===== src/rtl/lswp_pkg.sv =====
// shared constants for the led symbol word packer
package lswp_pkg;

   // frame geometry
   localparam int FRAME_WORDS = 64;
   localparam int MAX_BYTES   = 86;

   // counters must hold their limits themselves
   localparam int WORDS_W = $clog2(FRAME_WORDS + 1);
   localparam int BYTES_W = $clog2(MAX_BYTES + 1);

   localparam logic [WORDS_W-1:0] WORDS_FULL = WORDS_W'(FRAME_WORDS);
   localparam logic [WORDS_W-1:0] WORDS_LAST = WORDS_W'(FRAME_WORDS - 1);
   localparam logic [BYTES_W-1:0] BYTES_FULL = BYTES_W'(MAX_BYTES);

   // pulse symbols
   localparam logic [2:0] SYM_ONE  = 3'b110;
   localparam logic [2:0] SYM_ZERO = 3'b100;
   localparam logic [2:0] SYM_NONE = 3'b000;

   // eleven symbols per word, slots 0..10
   localparam logic [3:0] SLOT_LAST = 4'd10;

   // bit position within the color byte
   localparam logic [2:0] BIT_LAST = 3'd7;

endpackage


===== src/rtl/led_symbol_word_packer.sv =====
// top level: expands color bytes into 3-bit pulse symbols packed into 32-bit words
// one symbol enters the word shift register per cycle unless the eleventh waits on a stalled output: a byte holds
// the input through accept, its eight symbols and a wrap-up step, longer when the output stalls
// a word is presented on rsp the cycle after its eleventh symbol is shifted in
// the last byte flushes a partial word with zero symbols, then one zero padding word per cycle while the output is free
// synchronous active-high reset clears the frame counters, the word and the output valid flag
module led_symbol_word_packer
   import lswp_pkg::*;
(
   input  logic        clock,
   input  logic        reset,
   // byte input
   input  logic        req_valid,
   output logic        req_stall,
   input  logic [7:0]  req_data_byte,
   input  logic        req_last_byte,
   // word output
   output logic        rsp_valid,
   input  logic        rsp_stall,
   output logic [31:0] rsp_packed_word,
   output logic        rsp_frame_end
);

   // sequencer states
   localparam logic [2:0] ST_IDLE  = 3'd0;  // waiting for a byte
   localparam logic [2:0] ST_SYM   = 3'd1;  // one symbol per cycle, the eleventh waits for a free output
   localparam logic [2:0] ST_TAIL  = 3'd2;  // decide on end of frame
   localparam logic [2:0] ST_FLUSH = 3'd3;  // shift zero symbols to align a partial word
   localparam logic [2:0] ST_PAD   = 3'd4;  // zero words up to the frame length

   logic [2:0]         state_ff,       state_in;
   logic [7:0]         byte_sr_ff,     byte_sr_in;   // color byte, msb shifts out first
   logic [2:0]         bit_cnt_ff,     bit_cnt_in;
   logic               last_ff,        last_in;
   logic [31:0]        acc_ff,         acc_in;       // word shift register, symbols enter at lsb
   logic [3:0]         slot_ff,        slot_in;
   logic [WORDS_W-1:0] words_sent_ff,  words_sent_in;
   logic [BYTES_W-1:0] bytes_taken_ff, bytes_taken_in;
   logic               rsp_valid_ff,   rsp_valid_in;
   logic [31:0]        rsp_word_ff,    rsp_word_in;
   logic               rsp_end_ff,     rsp_end_in;

   logic        out_free;     // output register can take a word this cycle
   logic [2:0]  sym;          // symbol for the current data bit
   logic        emit_en;
   logic [31:0] emit_word;
   logic        frame_clear;
   logic        bit_step;     // a data bit has been consumed

   always_comb begin
      state_in       = state_ff;
      byte_sr_in     = byte_sr_ff;
      bit_cnt_in     = bit_cnt_ff;
      last_in        = last_ff;
      acc_in         = acc_ff;
      slot_in        = slot_ff;
      words_sent_in  = words_sent_ff;
      bytes_taken_in = bytes_taken_ff;
      rsp_valid_in   = rsp_valid_ff;
      rsp_word_in    = rsp_word_ff;
      rsp_end_in     = rsp_end_ff;

      out_free    = !rsp_valid_ff || !rsp_stall;
      sym         = byte_sr_ff[7] ? SYM_ONE : SYM_ZERO;
      emit_en     = 1'b0;
      emit_word   = '0;
      frame_clear = 1'b0;
      bit_step    = 1'b0;

      // output register drains when the receiver takes the item
      if (rsp_valid_ff && !rsp_stall) begin
         rsp_valid_in = 1'b0;
      end

      unique case (state_ff)
         ST_IDLE: begin
            if (req_valid) begin
               byte_sr_in = req_data_byte;
               last_in    = req_last_byte;
               bit_cnt_in = '0;
               // bytes past the frame limit are dropped, their last mark still counts
               if (bytes_taken_ff < BYTES_FULL) begin
                  bytes_taken_in = bytes_taken_ff + 1'b1;
                  state_in       = ST_SYM;
               end else begin
                  state_in = ST_TAIL;
               end
            end
         end
         ST_SYM: begin
            if (words_sent_ff == WORDS_FULL) begin
               // frame already full: remaining bits are discarded
               state_in = ST_TAIL;
            end else if (slot_ff == SLOT_LAST) begin
               // eleventh symbol keeps only its upper two bits
               if (out_free) begin
                  emit_en   = 1'b1;
                  emit_word = {acc_ff[29:0], sym[2:1]};
                  bit_step  = 1'b1;
               end
            end else begin
               acc_in   = {acc_ff[28:0], sym};
               slot_in  = slot_ff + 1'b1;
               bit_step = 1'b1;
            end
         end
         ST_TAIL: begin
            if (!last_ff) begin
               state_in = ST_IDLE;
            end else if (words_sent_ff == WORDS_FULL) begin
               frame_clear = 1'b1;
               state_in    = ST_IDLE;
            end else if (slot_ff != '0) begin
               state_in = ST_FLUSH;
            end else begin
               state_in = ST_PAD;
            end
         end
         ST_FLUSH: begin
            // empty symbols push the partial word up to bit 31
            if (slot_ff == SLOT_LAST) begin
               if (out_free) begin
                  emit_en   = 1'b1;
                  emit_word = {acc_ff[29:0], 2'b00};
                  state_in  = ST_PAD;
               end
            end else begin
               acc_in  = {acc_ff[28:0], SYM_NONE};
               slot_in = slot_ff + 1'b1;
            end
         end
         ST_PAD: begin
            if (words_sent_ff == WORDS_FULL) begin
               frame_clear = 1'b1;
               state_in    = ST_IDLE;
            end else if (out_free) begin
               emit_en   = 1'b1;
               emit_word = '0;
            end
         end
         default: begin
            state_in = ST_IDLE;
         end
      endcase

      // next data bit of the byte
      if (bit_step) begin
         byte_sr_in = {byte_sr_ff[6:0], 1'b0};
         bit_cnt_in = bit_cnt_ff + 1'b1;
         if (bit_cnt_ff == BIT_LAST) begin
            state_in = ST_TAIL;
         end
      end

      // load a finished word into the output register
      if (emit_en) begin
         rsp_valid_in  = 1'b1;
         rsp_word_in   = emit_word;
         rsp_end_in    = (words_sent_ff == WORDS_LAST);
         words_sent_in = words_sent_ff + 1'b1;
         acc_in        = '0;
         slot_in       = '0;
      end

      // end of frame: start the next one from scratch
      if (frame_clear) begin
         acc_in         = '0;
         slot_in        = '0;
         words_sent_in  = '0;
         bytes_taken_in = '0;
      end
   end

   always_ff @(posedge clock) begin
      if (reset) begin
         state_ff       <= ST_IDLE;
         acc_ff         <= '0;
         slot_ff        <= '0;
         words_sent_ff  <= '0;
         bytes_taken_ff <= '0;
         rsp_valid_ff   <= 1'b0;
         bit_cnt_ff     <= '0;
         last_ff        <= 1'b0;
      end else begin
         state_ff       <= state_in;
         acc_ff         <= acc_in;
         slot_ff        <= slot_in;
         words_sent_ff  <= words_sent_in;
         bytes_taken_ff <= bytes_taken_in;
         rsp_valid_ff   <= rsp_valid_in;
         bit_cnt_ff     <= bit_cnt_in;
         last_ff        <= last_in;
      end
   end

   // payload registers, no reset needed
   always_ff @(posedge clock) begin
      byte_sr_ff  <= byte_sr_in;
      rsp_word_ff <= rsp_word_in;
      rsp_end_ff  <= rsp_end_in;
   end

   // one byte in flight at a time
   assign req_stall       = (state_ff != ST_IDLE);
   assign rsp_valid       = rsp_valid_ff;
   assign rsp_packed_word = rsp_word_ff;
   assign rsp_frame_end   = rsp_end_ff;

endmodule


===== config.mk =====
export PLATFORM = sky130hd
export DESIGN_NAME = led_symbol_word_packer
export DESIGN_NICKNAME = d
export VERILOG_FILES = /design/src/rtl/lswp_pkg.sv /design/src/rtl/led_symbol_word_packer.sv
export SDC_FILE = /design/constraint.sdc
export NUM_CORES = 1
export LEC_CHECK = 0
export BUFFER_PORTS_ARGS = -buffer_cell sky130_fd_sc_hd__buf_4
export CAP_MARGIN = 10
export CORE_MARGIN = 1
export CORE_UTILIZATION = 40
export CTS_CLUSTER_DIAMETER = 80
export CTS_CLUSTER_SIZE = 14
export DETAILED_ROUTE_END_ITERATION = 8
export GPL_TIMING_DRIVEN = 0
export PLACE_DENSITY = 0.69
export SYNTH_ARGS = -nofsm -noshare
export SYNTH_HDL_FRONTEND = slang
export SYNTH_SLANG_ARGS = --single-unit

===== constraint.sdc =====
create_clock -name clock -period 2.6 [get_ports clock]
set_input_delay 0.26 -clock clock [delete_from_list [all_inputs] [get_ports clock]]
set_output_delay 0.26 -clock clock [all_outputs]
set_load 0.03 [all_outputs]

==> results of run 1 <==
flip-flops by register name (all words and copies together), names as in the netlist:
register and count:
slot_ff 4, rsp_frame_end 1, rsp_packed_word 22, state_ff 3, words_sent_ff 7, byte_sr_ff 8, acc_ff 20, last_ff 1
rsp_valid 1, bytes_taken_ff 7, bit_cnt_ff 3
through the flow:
stage	cell area [µm²]	setup slack (ns)	instances
2_1_floorplan	3390	0.290	339
3_3_place_gp	3790	-0.222	480
3_5_place_dp	3790	-0.196	480
4_1_cts	4010	0.115	497
5_1_grt	4010	0.0147	497
6_report	4010	0.122	497
power breakdown:
| group | internal (W) | switching, W |
|---|---|---|
| combinational | 0.0000674 | 0.000104 |
| sequential | 0.00128 | 0.0000211 |
| clock | 0.000474 | 0.000439 |
logic make-up after synthesis:
kind of cell	Yosys count	synth area share
AND/OR/NAND/NOR	137	0.204
flip-flops	77	0.549
AO/OA/AOI/OAI	62	0.129
buffers and inverters	34	0.0574
XOR/XNOR	9	0.0235
adder cells (fa/ha/maj)	8	0.0298
multiplexers	2	0.00597
other	1	0.00112
per-layer routing:
layer	up-vias	wire length, µm	GRT usage
li1	1244	-	-
met1	1148	2760	0.181
met2	55	3010	0.264
met3	6	303	0.0553
met4	0	48	0.0564
met5	-	0	0
worst min path at each step:
stage | end | slack (ns) | cells after the start
after global placement | acc_ff[29]$_SDFFE_PP0P_ | 0.44 | 2
after detailed placement | acc_ff[29]$_SDFFE_PP0P_ | 0.45 | 2
after CTS | byte_sr_ff[0]$_SDFFE_PP0P_ | 0.14 | 3
after global routing | byte_sr_ff[0]$_SDFFE_PP0P_ | 0.16 | 3
after floorplan | byte_sr_ff[0]$_SDFFE_PP0P_ | 0.40 | 2
final | byte_sr_ff[0]$_SDFFE_PP0P_ | 0.15 | 3
repair_timing:
action                                  4_1_cts  5_1_grt
resized for setup                             2        0
hold endpoints to repair                      0        0
hold buffers                                  0        0
endpoints found under the setup margin       23        0
setup buffers                                 0        0
worst reg2reg max path, stage by stage (launching register included):
cell,delay (ns)
dfxtp_1,0.36
or4_4,0.59
or3_4,0.39
a22oi_4,0.28
buf_6,0.22
clkinvlp_4,0.31
synth_stat cells, drive strengths merged, types with 4 or more instances:
cell | n | area [µm²]
buf | 17 | 129
o21ai | 8 | 40.0
clkbuf | 10 | 37.5
ha | 8 | 100
inv | 7 | 26.3
nor2 | 24 | 95.1
dfxtp | 47 | 941
or3 | 7 | 48.8
a22o | 7 | 61.3
edfxtp | 30 | 901
nand3 | 9 | 45.0
xnor2 | 5 | 43.8
a21oi | 33 | 206
nand2 | 56 | 218
xor2 | 4 | 35.0
and3 | 22 | 138
final cells by class:
cell class / count / area [µm²]
Multi-Input combinational cell: 228 / 1350
Fill cell: 783 / 4170
Buffer: 27 / 166
Timing Repair Buffer: 36 / 270
Inverter: 7 / 30.0
Timing Repair inverter: 1 / 7.51
Tap cell: 105 / 131
Clock inverter: 6 / 70.1
Sequential cell: 77 / 1840
Clock buffer: 10 / 138
==> impl.org, run 1 <==
** Status
- Status :: completed

** STA
- Number of failing hold endpoints at the final stage :: 0
- Of the available clock period, the critical path in the final layout requires 0.953.
- Setup repair after global routing missed its margin :: false
- The count of pins over their slew limit came to 0.
- Summed over all failing endpoints, the final setup total negative slack is 0 ns.
- Worst slew margin :: 0.560
- Counting I/O delays and the setup requirement, the final critical path takes 2.48 ns.
- Setup Skew :: 0.0106 ns
- For the pin with the worst max-slew slack, the measured transition is 0.655 ns.
- Final-report setup violation count :: 0
- Timing-limited maximum frequency :: 404 MHz
- Worst-case hold slack :: 0.155 ns

** Die
- # rows :: 33
- Area of the core :: 8180 µm²
- In this run the horizontal extent of the chip is 93.6 µm.
- The initial utilization of the core area, before any placement, comes to 0.410.
- Die Y-Extent :: 93.6 µm
- Overall die area :: 8760 µm²
- Ports :: 48

** CTS
- In this run the deepest clock path goes through 2 buffers.
- CTS Root Cell :: clkbuf_8
- Number of sinks handled by clock tree synthesis :: 77
- Skew-Pair Late Insertion Delay :: 0.35 ns
- TritonCTS built the clock tree.
- The H-tree was split into 3 levels.
- Reg clk slew, reported paths :: 0.08 ns
- Buffers inserted during clock tree synthesis total 9.

** Layout
- Most common cell after layout, fill and taps aside :: nand2_1
- From synthesis to final layout, the design area changed by 19.5%.
- The top cell types in the final layout, fill and taps aside, are 55 x nand2_1, 47 x dfxtp_1, 46 x buf_4.
- In the final layout, the share of cells above drive strength 1 is 0.232.
- The number of antenna diodes in the final layout is 0.
- Final Util :: 0.490
- Net count of the finished layout :: 408

** Synthesis
- The cell count after synthesis came out at 330.
- During synthesis, Yosys emitted a total of 0 warnings.
- Count of flip-flops with a built-in enable after synthesis :: 30
- Area of the mapped netlist :: 3350 µm²
- Counting flops with an async set or reset pin after synthesis yields a share of 0.
- A synthesized cell averages 10.2 µm².
- Counting flops and latches in the post-synthesis netlist gives 77.
- Most common flop cell mapped by yosys :: dfxtp_1
- Fraction of the yosys area taken by sequential cells :: 0.549
- After synthesis, the netlist uses 49 different library cells.

** Worst setup path
- Longest individual stage delay on the worst path :: 0.59 ns
- Family of cells with the greatest summed delay on the critical path :: simple AND/OR/NAND/NOR gates
- Setup slack on the worst reg-to-reg path comes out at 0.12 ns.
- Number of stages on the worst setup path :: 5
- Worst Path Arrival :: 2.49 ns
- Critical register-to-register path startpoint :: words_sent_ff[2]$_SDFFE_PP0P_
- The critical path contains buffers and inverters numbering 2 combined.
- R2R depth :: 5
- By startpoint and endpoint, the worst setup path is classified as register to register.
- Crit start category :: register
- Origin of the worst setup path :: words_sent_ff[2]$_SDFFE_PP0P_
- Traced cell by cell, the critical path runs through or4_4 > or3_4 > a22oi_4 > buf_6 > clkinvlp_4.
- STA classifies the critical path endpoint as a register.
- STA puts the critical path data required time at 2.61 ns.
- Cell with the biggest individual delay on the critical path :: or4_4
- Max Fanout on Critical Path :: 12
- Critical path destination :: rsp_packed_word[1]$_DFFE_PP_
- Endpoint of the worst register-to-register path :: rsp_packed_word[1]$_DFFE_PP_

** GRT
- Summed over all layers, the global routing overflow is 0.
- For this run, the total global-route usage over all layers was measured as 0.156.
- The number of antenna violations at the first check in global routing is 0.
- The number of global-route vias before repair came to 2245.
- Wire length of the first global-routing pass :: 10300 µm
- Maximum number of pins on one net before global-route repair :: 15

** Drt
- After the first detailed-routing iteration, the DRC count stood at 113.
- For this run, the detailed router's first-pass iteration total came to 6.
- Using the TritonRoute via totals, the vias-per-cell ratio works out to 4.94.
- Drt total wl :: 6130 µm
- DRC violations left :: 0
- In this run the remaining antenna-violating nets after routing total 0.
- Vias :: 2453
- Average wire per standard cell :: 12.3 µm

** Power
- IR analysis of the VDD net gives a maximum drop of 399 µV.
- In this run the static leakage power is 1.63 nW.
- Pwr Density :: 595 nW/µm²
- Summing internal, switching and leakage power gives 0.00239 W.

** Placed design
- Count of input and output buffers :: 36
- Post-detailed-placement half-perimeter wirelength :: 4300 µm
- The congestion estimate from routability-driven global placement came to 0.877.

** Hold path
- The worst hold path belongs to the class primary input to register.
- In this run the most critical hold path is launched from req_data_byte[0].

** Flow run
- Across the run, the number of max-cap violations was 0.
Note: power is estimated with default switching activity, not from simulation.
==> run 2: changes to the inputs <==
--- a/config.mk
+++ b/config.mk
@@ -7,7 +7,7 @@
 export LEC_CHECK = 0
 export BUFFER_PORTS_ARGS = -buffer_cell sky130_fd_sc_hd__buf_4
 export CAP_MARGIN = 10
-export CORE_MARGIN = 1
+export CORE_MARGIN = 2
 export CORE_UTILIZATION = 40
 export CTS_CLUSTER_DIAMETER = 80
 export CTS_CLUSTER_SIZE = 14
==> run 2 against run 1 <==
Critical path depth unchanged. Count of clock-buffer cells in the layout did not move. First-iteration DRC count fell by 29%. Highest routed layer unchanged.
==> impl.org, run 2 (synthesized netlist as in run 1, its figures left out) <==
** Worst setup path
- Sequence of cells on the critical path: or4_4 > or3_4 > a22oi_4 > buf_6 > clkinvlp_4 (unchanged).
- Critical path type :: register to register (unchanged)
- R2R depth :: 5 (unchanged)
- Slack of the worst reg-to-reg path :: 0.18 ns (was 0.12 ns)
- Crit end category :: register (unchanged)
- Max Fanout on Critical Path :: 11 (was 12)
- The element type at the critical path start was a register (unchanged).
- Critical register-to-register path startpoint :: words_sent_ff[2]$_SDFFE_PP0P_ (unchanged)
- Endpoint of the worst register-to-register path :: rsp_frame_end$_DFFE_PP_ (was rsp_packed_word[1]$_DFFE_PP_)
- Longest individual stage delay on the worst path :: 0.58 ns (was 0.59 ns)
- The required time of the critical path was 2.64 ns (was 2.61 ns).
- Worst Path Arrival :: 2.45 ns (was 2.49 ns)
- The highest-delay cell along the critical path is or4_4 (unchanged).

** Power
- The total power was 0.00244 W (was 0.00239 W).
- Static leakage power :: 1.63 nW (about the same)
- VDD IR-drop max :: 275 µV (was 399 µV)
- The power density relative to cell area was 607 nW/µm² (was 595 nW/µm²).

** Drt
- The DRC violation count after routing was 0 (unchanged).
- Vias :: 2443 (was 2453)
- The antenna violation net count after detailed routing was 0 (unchanged).
- The first-pass iteration count of the detailed router came to 4 (was 6).
- Average wire per standard cell :: 12.5 µm (was 12.3 µm)
- The total wirelength of the detailed-routed design came to 6220 µm (was 6130 µm).
- Post-detailed-route via-to-cell ratio :: 4.92 (was 4.94)
- The violation count after the first detailed-route iteration was 80 (was 113).

** STA
- The count of pins over their slew limit was 0 (unchanged).
- Worst-case hold slack :: 0.163 ns (was 0.155 ns)
- Timing-limited maximum frequency :: 414 MHz (was 404 MHz)
- Number of failing hold endpoints at the final stage :: 0 (unchanged)
- Setup repair after global routing missed its margin: false (unchanged).
- The total negative slack for setup checks was 0 ns (unchanged).
- Final-report setup violation count :: 0 (unchanged)
- Period minus WS final :: 2.42 ns (was 2.48 ns)
- Setup Skew :: 0.00586 ns (was 0.0106 ns)
- The worst setup slack after layout was 0.183 ns (was 0.122 ns).
- The worst relative slew slack came to 0.534 (was 0.560).
- Transition time of the tightest slew-check pin :: 0.694 ns (was 0.655 ns)
- Share of the clock period used by the worst path after layout :: 0.930 (was 0.953)

** GRT
- Wire length of the first global-routing pass :: 10200 µm (was 10300 µm)
- Total track usage :: 0.146 (was 0.156)
- The global routing met2 resource utilization is 0.237 (was 0.264).
- The overflow left after global routing is 0 (unchanged).
- The largest net degree at the start of global routing was 15 (unchanged).
- GR Layer Usage met3 :: 0.0348 (was 0.0553)
- The highest-utilization routing layer at the global route stage was met2 (unchanged).
- Number of antenna violations at the first check in global routing :: 0 (unchanged)
- Vias in the first global route :: 2198 (was 2245)
- Met1 Usage GRT :: 0.181 (about the same)

** Layout
- Flip-flop count of the largest register after layout :: 22 (unchanged)
- Number of fill cells in the layout :: 789 (was 783)
- The most common library cell in the layout ignoring fill and taps is nand2_1 (unchanged).
- Final Util :: 0.491 (was 0.490)
- Net count of the finished layout :: 408 (unchanged)
- Number of diodes added for antenna fixing :: 0 (unchanged)
- Highest-count cells in the layout ignoring fill and taps: 55 x nand2_1, 47 x dfxtp_1, 46 x buf_4 (unchanged).
- The layout cell share with drive strength beyond 1 came to 0.232 (unchanged).
- Area added between synthesis and finish :: 19.8% (was 19.5%)

** CTS
- CTS Buf Count :: 9 (unchanged)
- H-Tree Level Count :: 3 (unchanged)
- The buffer levels on the longest clock path came to 2 (unchanged).
- The CTS tree is built (unchanged).
- Setup Fix Bufs, Post-CTS :: 0 (unchanged)
- The number of clock sinks is 77 (unchanged).
- CTS Root Cell :: clkbuf_8 (unchanged)
- Hold buffer count at CTS :: 0 (unchanged)
- The clock-pin transition on the worst setup and hold timing paths is 0.08 ns (about the same).
- Skew-Pair Late Insertion Delay :: 0.35 ns (about the same)

** Flow run
- The number of max-cap violations is 0 (unchanged).

** Hold path
- Class of the most critical hold timing path :: primary input to register (unchanged)
- Worst-case hold path end point :: last_ff$_SDFFE_PP0P_ (was byte_sr_ff[0]$_SDFFE_PP0P_)
- The critical hold path startpoint is req_last_byte (was req_data_byte[0]).
- The number of cells on the worst hold path is 3 (unchanged).

** Placed design
- Worst setup timing slack at the placement stage :: -0.274 ns (was -0.196 ns)
- The final estimated routing congestion in global placement is 0.804 (was 0.877).
- Post-detailed-placement half-perimeter wirelength :: 4350 µm (was 4300 µm)
- The port buffer count came to 36 (unchanged).

** Die
- The area of the core region was 8180 µm² (unchanged).
- # rows :: 33 (unchanged)
- The die span in y was 95.6 µm (was 93.6 µm).
- Width of the die :: 95.6 µm (was 93.6 µm)
- Starting density of the core :: 0.410 (unchanged)
- Ports :: 48 (unchanged)
- Overall die area :: 9130 µm² (was 8760 µm²)

** Status
- Status: completed (unchanged).
## run 2: changes by cell type in the layout (fill, tap and decap cells not counted), sizes merged
cell      before  now
clkinvlp       5    4
inv            7    8
## run 2: what timing repair did
action,4_1_cts,5_1_grt
hold endpoints to repair,0,0
endpoints found under the setup margin,23,0
resized for setup,2,0
## run 2: cell type report
class | instances | area (µm²) | area share
sequential | 77 | 1840 | 0.458
clock inverter | 6 | 67.6 | 0.0168
tap | 105 | 131 | 0.0327
timing repair inverter | 1 | 7.51 | 0.00187
timing repair buffer | 36 | 270 | 0.0673
buffer | 27 | 166 | 0.0414
multi-input combinational | 228 | 1350 | 0.337
clock buffer | 10 | 149 | 0.0371
inverter | 7 | 30.0 | 0.00747
## run 2: how the worst max path moves through the flow
stage,start,cells after the start,endpoint,slack [ns]
6_report,words_sent_ff[2]$_SDFFE_PP0P_,5,rsp_frame_end$_DFFE_PP_,0.18
2_1_floorplan,slot_ff[0]$_SDFFE_PP0P_,7,rsp_frame_end$_DFFE_PP_,0.29
3_3_place_gp,slot_ff[0]$_SDFFE_PP0P_,7,rsp_packed_word[30]$_DFFE_PP_,-0.23
5_1_grt,slot_ff[0]$_SDFFE_PP0P_,7,rsp_frame_end$_DFFE_PP_,0.03
3_5_place_dp,slot_ff[0]$_SDFFE_PP0P_,7,rsp_packed_word[30]$_DFFE_PP_,-0.27
4_1_cts,words_sent_ff[2]$_SDFFE_PP0P_,5,rsp_frame_end$_DFFE_PP_,0.15
## run 2: critical path: cells and delay by family, from the launching register on
family,cells,cell delay [ns]
flops,1,0.35
compound gates,1,0.28
buf+inv,2,0.49
simple gates,2,0.97
## run 2: metrics by stage
stage | cells | instance area (µm²)
after floorplan | 339 | 3390
after global placement | 480 | 3790
after detailed placement | 480 | 3790
after CTS | 497 | 4020
after global routing | 497 | 4020
final | 497 | 4020
## run 2: report_power, final
part | total, W | switching (W) | leakage (nW) | internal, W
Clock | 0.000966 | 0.000460 | 0.104 | 0.000506
Combinational | 0.000171 | 0.000105 | 0.826 | 0.0000670
Sequential | 0.00130 | 0.0000209 | 0.704 | 0.00128
## run 2: per-layer routing
metal | vias up | wire [µm]
met2 | 47 | 2870
met1 | 1137 | 2930
met5 | - | 0
li1 | 1246 | -
met3 | 13 | 274
met4 | 0 | 148
==> run 3: changes to the inputs <==
--- a/config.mk
+++ b/config.mk
@@ -8,12 +8,13 @@
 export BUFFER_PORTS_ARGS = -buffer_cell sky130_fd_sc_hd__buf_4
 export CAP_MARGIN = 10
 export CORE_MARGIN = 2
-export CORE_UTILIZATION = 40
+export CORE_UTILIZATION = 55
 export CTS_CLUSTER_DIAMETER = 80
 export CTS_CLUSTER_SIZE = 14
 export DETAILED_ROUTE_END_ITERATION = 8
 export GPL_TIMING_DRIVEN = 0
-export PLACE_DENSITY = 0.69
+export HOLD_SLACK_MARGIN = 0.06
+export PLACE_DENSITY = 0.87
 export SYNTH_ARGS = -nofsm -noshare
 export SYNTH_HDL_FRONTEND = slang
 export SYNTH_SLANG_ARGS = --single-unit
==> run 3 against run 2 <==
Largest power group unchanged. Clock skew is 0.0057 ns higher. Global-route usage is 6.3 points higher. Critical path type unchanged. Worst hold slack better by 0.0027 ns. Die area is 26% lower. Non-clock buffer count stayed put. Maximum frequency is 1.3% lower. Wire length is 2.0% higher. Setup slack worse by 0.032 ns.
==> impl.org, run 3 (synthesized netlist as in run 1, its figures left out) <==
** STA
- Worst-case hold slack :: 0.165 ns (was 0.163 ns)
- The count of pins over their slew limit came to 0 (unchanged).
- Period minus WS final :: 2.45 ns (was 2.42 ns)
- The worst relative slew slack came to 0.587 (was 0.534).
- Number of failing hold endpoints at the final stage :: 0 (unchanged)
- The worst-margin pin slew came to 0.617 ns (was 0.694 ns).
- The share of the clock period used by the worst path after layout came to 0.942 (was 0.930).
- Setup repair after global routing missed its margin :: false (unchanged)
- Final setup margin :: 0.151 ns (was 0.183 ns)
- Timing-limited maximum frequency :: 408 MHz (was 414 MHz)
- Setup Skew :: 0.0116 ns (was 0.00586 ns)
- The final count of negative-setup-slack endpoints came to 0 (unchanged).

** Power
- Pwr Density :: 618 nW/µm² (was 607 nW/µm²)
- The reported leakage power came to 1.64 nW (was 1.63 nW).
- The maximum ir drop on the vdd rail was 540 µV (was 275 µV).

** Layout
- The most common library cell in the layout ignoring fill and taps was nand2_1 (unchanged).
- The number of flip-flops in the largest register came to 22 (unchanged).
- Ratio of cells with drive above 1 in the final layout :: 0.230 (was 0.232)
- The antenna cell count came to 0 (unchanged).
- The area growth from synthesis to final layout is 18.8% (was 19.8%).
- Highest-count cells in the layout ignoring fill and taps: 55 x nand2_1, 47 x dfxtp_1, 46 x buf_4 (unchanged).
- Net count of the finished layout :: 408 (unchanged)
- Number of fill cells in the layout :: 467 (was 789)

** GRT
- The number of antenna violations at the first check in global routing is 0 (unchanged).
- The largest net degree at the start of global routing is 14 (was 15).
- The global-route wire length before repair is 10600 µm (was 10200 µm).
- The overflow left after global routing came to 0 (unchanged).
- The number of global-route vias before repair was 2348 (was 2198).
- Total track usage :: 0.210 (was 0.146)

** Placed design
- Final RePlAce weighted congestion :: 0.870 (was 0.804)
- Count of input and output buffers :: 36 (unchanged)
- The minimum setup slack after placement is -0.228 ns (was -0.274 ns).
- The half-perimeter wire length after placement came to 4340 µm (was 4350 µm).

** Worst setup path
- Worst Path Arrival :: 2.46 ns (was 2.45 ns)
- The critical setup path kind is register to register (unchanged).
- The critical path capture point type is a register (unchanged).
- The critical-path maximum fanout was 12 (was 11).
- Crit start category :: register (unchanged)
- The required time of the critical path came to 2.61 ns (was 2.64 ns).
- The depth of the worst register-to-register path is 5 (unchanged).

** Drt
- Iteration count of the initial detailed-routing pass :: 4 (unchanged)
- Antenna-violating nets left :: 0 (unchanged)
- The via count of the routed design came to 2501 (was 2443).
- Average wire per standard cell :: 13.6 µm (was 12.5 µm)
- The post-detailed-route via-to-cell ratio was 5.36 (was 4.92).
- The violation count after the first detailed-route iteration was 113 (was 80).
- The DRC violation count after routing is 0 (unchanged).
- Drt total wl :: 6340 µm (was 6220 µm)

** Die
- The chip width is 82.1 µm (was 95.6 µm).
- The number of standard-cell rows in the floorplan was 28 (was 33).
- Ports :: 48 (unchanged)
- Area of the core :: 5920 µm² (was 8180 µm²)
- Starting density of the core :: 0.567 (was 0.410)
- Die Y-Extent :: 82.1 µm (was 95.6 µm)
- Overall die area :: 6740 µm² (was 9130 µm²)

** CTS
- The root buffer selected by CTS is clkbuf_8 (unchanged).
- CTS Buf Count :: 9 (unchanged)
- The cts-stage hold buffer count came to 0 (unchanged).
- The CTS tree was built (unchanged).
- Reg clk slew, reported paths :: 0.07 ns (was 0.08 ns)
- The clock network latency to the later pin of the worst-skew pair is 0.35 ns (about the same).
- The number of clock sinks was 77 (unchanged).
- Maximum number of buffers from clock root to sink :: 2 (unchanged)
- Setup Fix Bufs, Post-CTS :: 0 (unchanged)
- H-Tree Level Count :: 3 (unchanged)

** Hold path
- Worst Hold Path Cells :: 3 (unchanged)
- The worst hold-check path type was primary input to register (unchanged).

** Flow run
- The number of max-cap violations came to 0 (unchanged).

** Status
- Status :: completed (unchanged)
run 3: changes by cell type in the layout (fill, tap and decap cells not counted), sizes merged:
| cell | previous run | this run |
|---|---|---|
| clkinvlp | 4 | 3 |
| clkbuf | 20 | 22 |
| bufinv | 1 | 2 |
| inv | 8 | 6 |
run 3: per-stage QoR:
step                      TNS (ns)  area, µm²  utilization  power (W)  std cells
after detailed placement     -5.23       3750        0.634    0.00150        450
after CTS                        0       3980        0.672    0.00248        467
after global placement       -3.13       3750        0.634    0.00149        450
after global routing             0       3990        0.673    0.00256        467
after floorplan                  0       3390            -    0.00145        339
final                            0       3990        0.673    0.00246        467
run 3: what timing repair did:
item	4_1_cts	5_1_grt
endpoints found under the setup margin	23	12
hold endpoints to repair	0	0
gates cloned	1	0
resized for setup	2	1
run 3: critical path, stage by stage, from the launching register on:
cell and delay, ns:
dfxtp_1 0.35, or4_4 0.58, or3_4 0.39, a22oi_4 0.27, buf_6 0.22, clkinvlp_4 0.29
run 3: final cells by class:
cell class / count / area [µm²] / area share
buffer: 27 / 166 / 0.0417
clock buffer: 12 / 145 / 0.0364
clock inverter: 4 / 72.6 / 0.0182
inverter: 7 / 30.0 / 0.00753
multi-input combinational: 228 / 1360 / 0.341
sequential: 77 / 1840 / 0.462
tap: 75 / 93.8 / 0.0235
timing repair buffer: 36 / 270 / 0.0678
timing repair inverter: 1 / 7.51 / 0.00188
run 3: power by group:
part | switching (W) | total [W] | internal, W
logic | 0.000108 | 0.000175 | 0.0000675
registers | 0.0000203 | 0.00130 | 0.00128
clock network | 0.000421 | 0.000988 | 0.000566
run 3: final timing paths:
kind / startpoint / endpoint / slack (ns)
max reg2reg: words_sent_ff[2]$_SDFFE_PP0P_ / rsp_packed_word[22]$_DFFE_PP_ / 0.15
min: req_data_byte[0] / byte_sr_ff[0]$_SDFFE_PP0P_ / 0.17
max: words_sent_ff[2]$_SDFFE_PP0P_ / rsp_packed_word[22]$_DFFE_PP_ / 0.15
min reg2reg: acc_ff[29]$_SDFFE_PP0P_ / acc_ff[29]$_SDFFE_PP0P_ / 0.46
run 3: per-layer routing:
| metal | GRT usage | vias up | share of wire |
|---|---|---|---|
| met5 | 0 | - | 0 |
| met4 | 0.112 | 0 | 0.023 |
| met3 | 0.0467 | 16 | 0.048 |
| met2 | 0.351 | 72 | 0.51 |
| met1 | 0.252 | 1165 | 0.42 |
| li1 | - | 1248 | - |
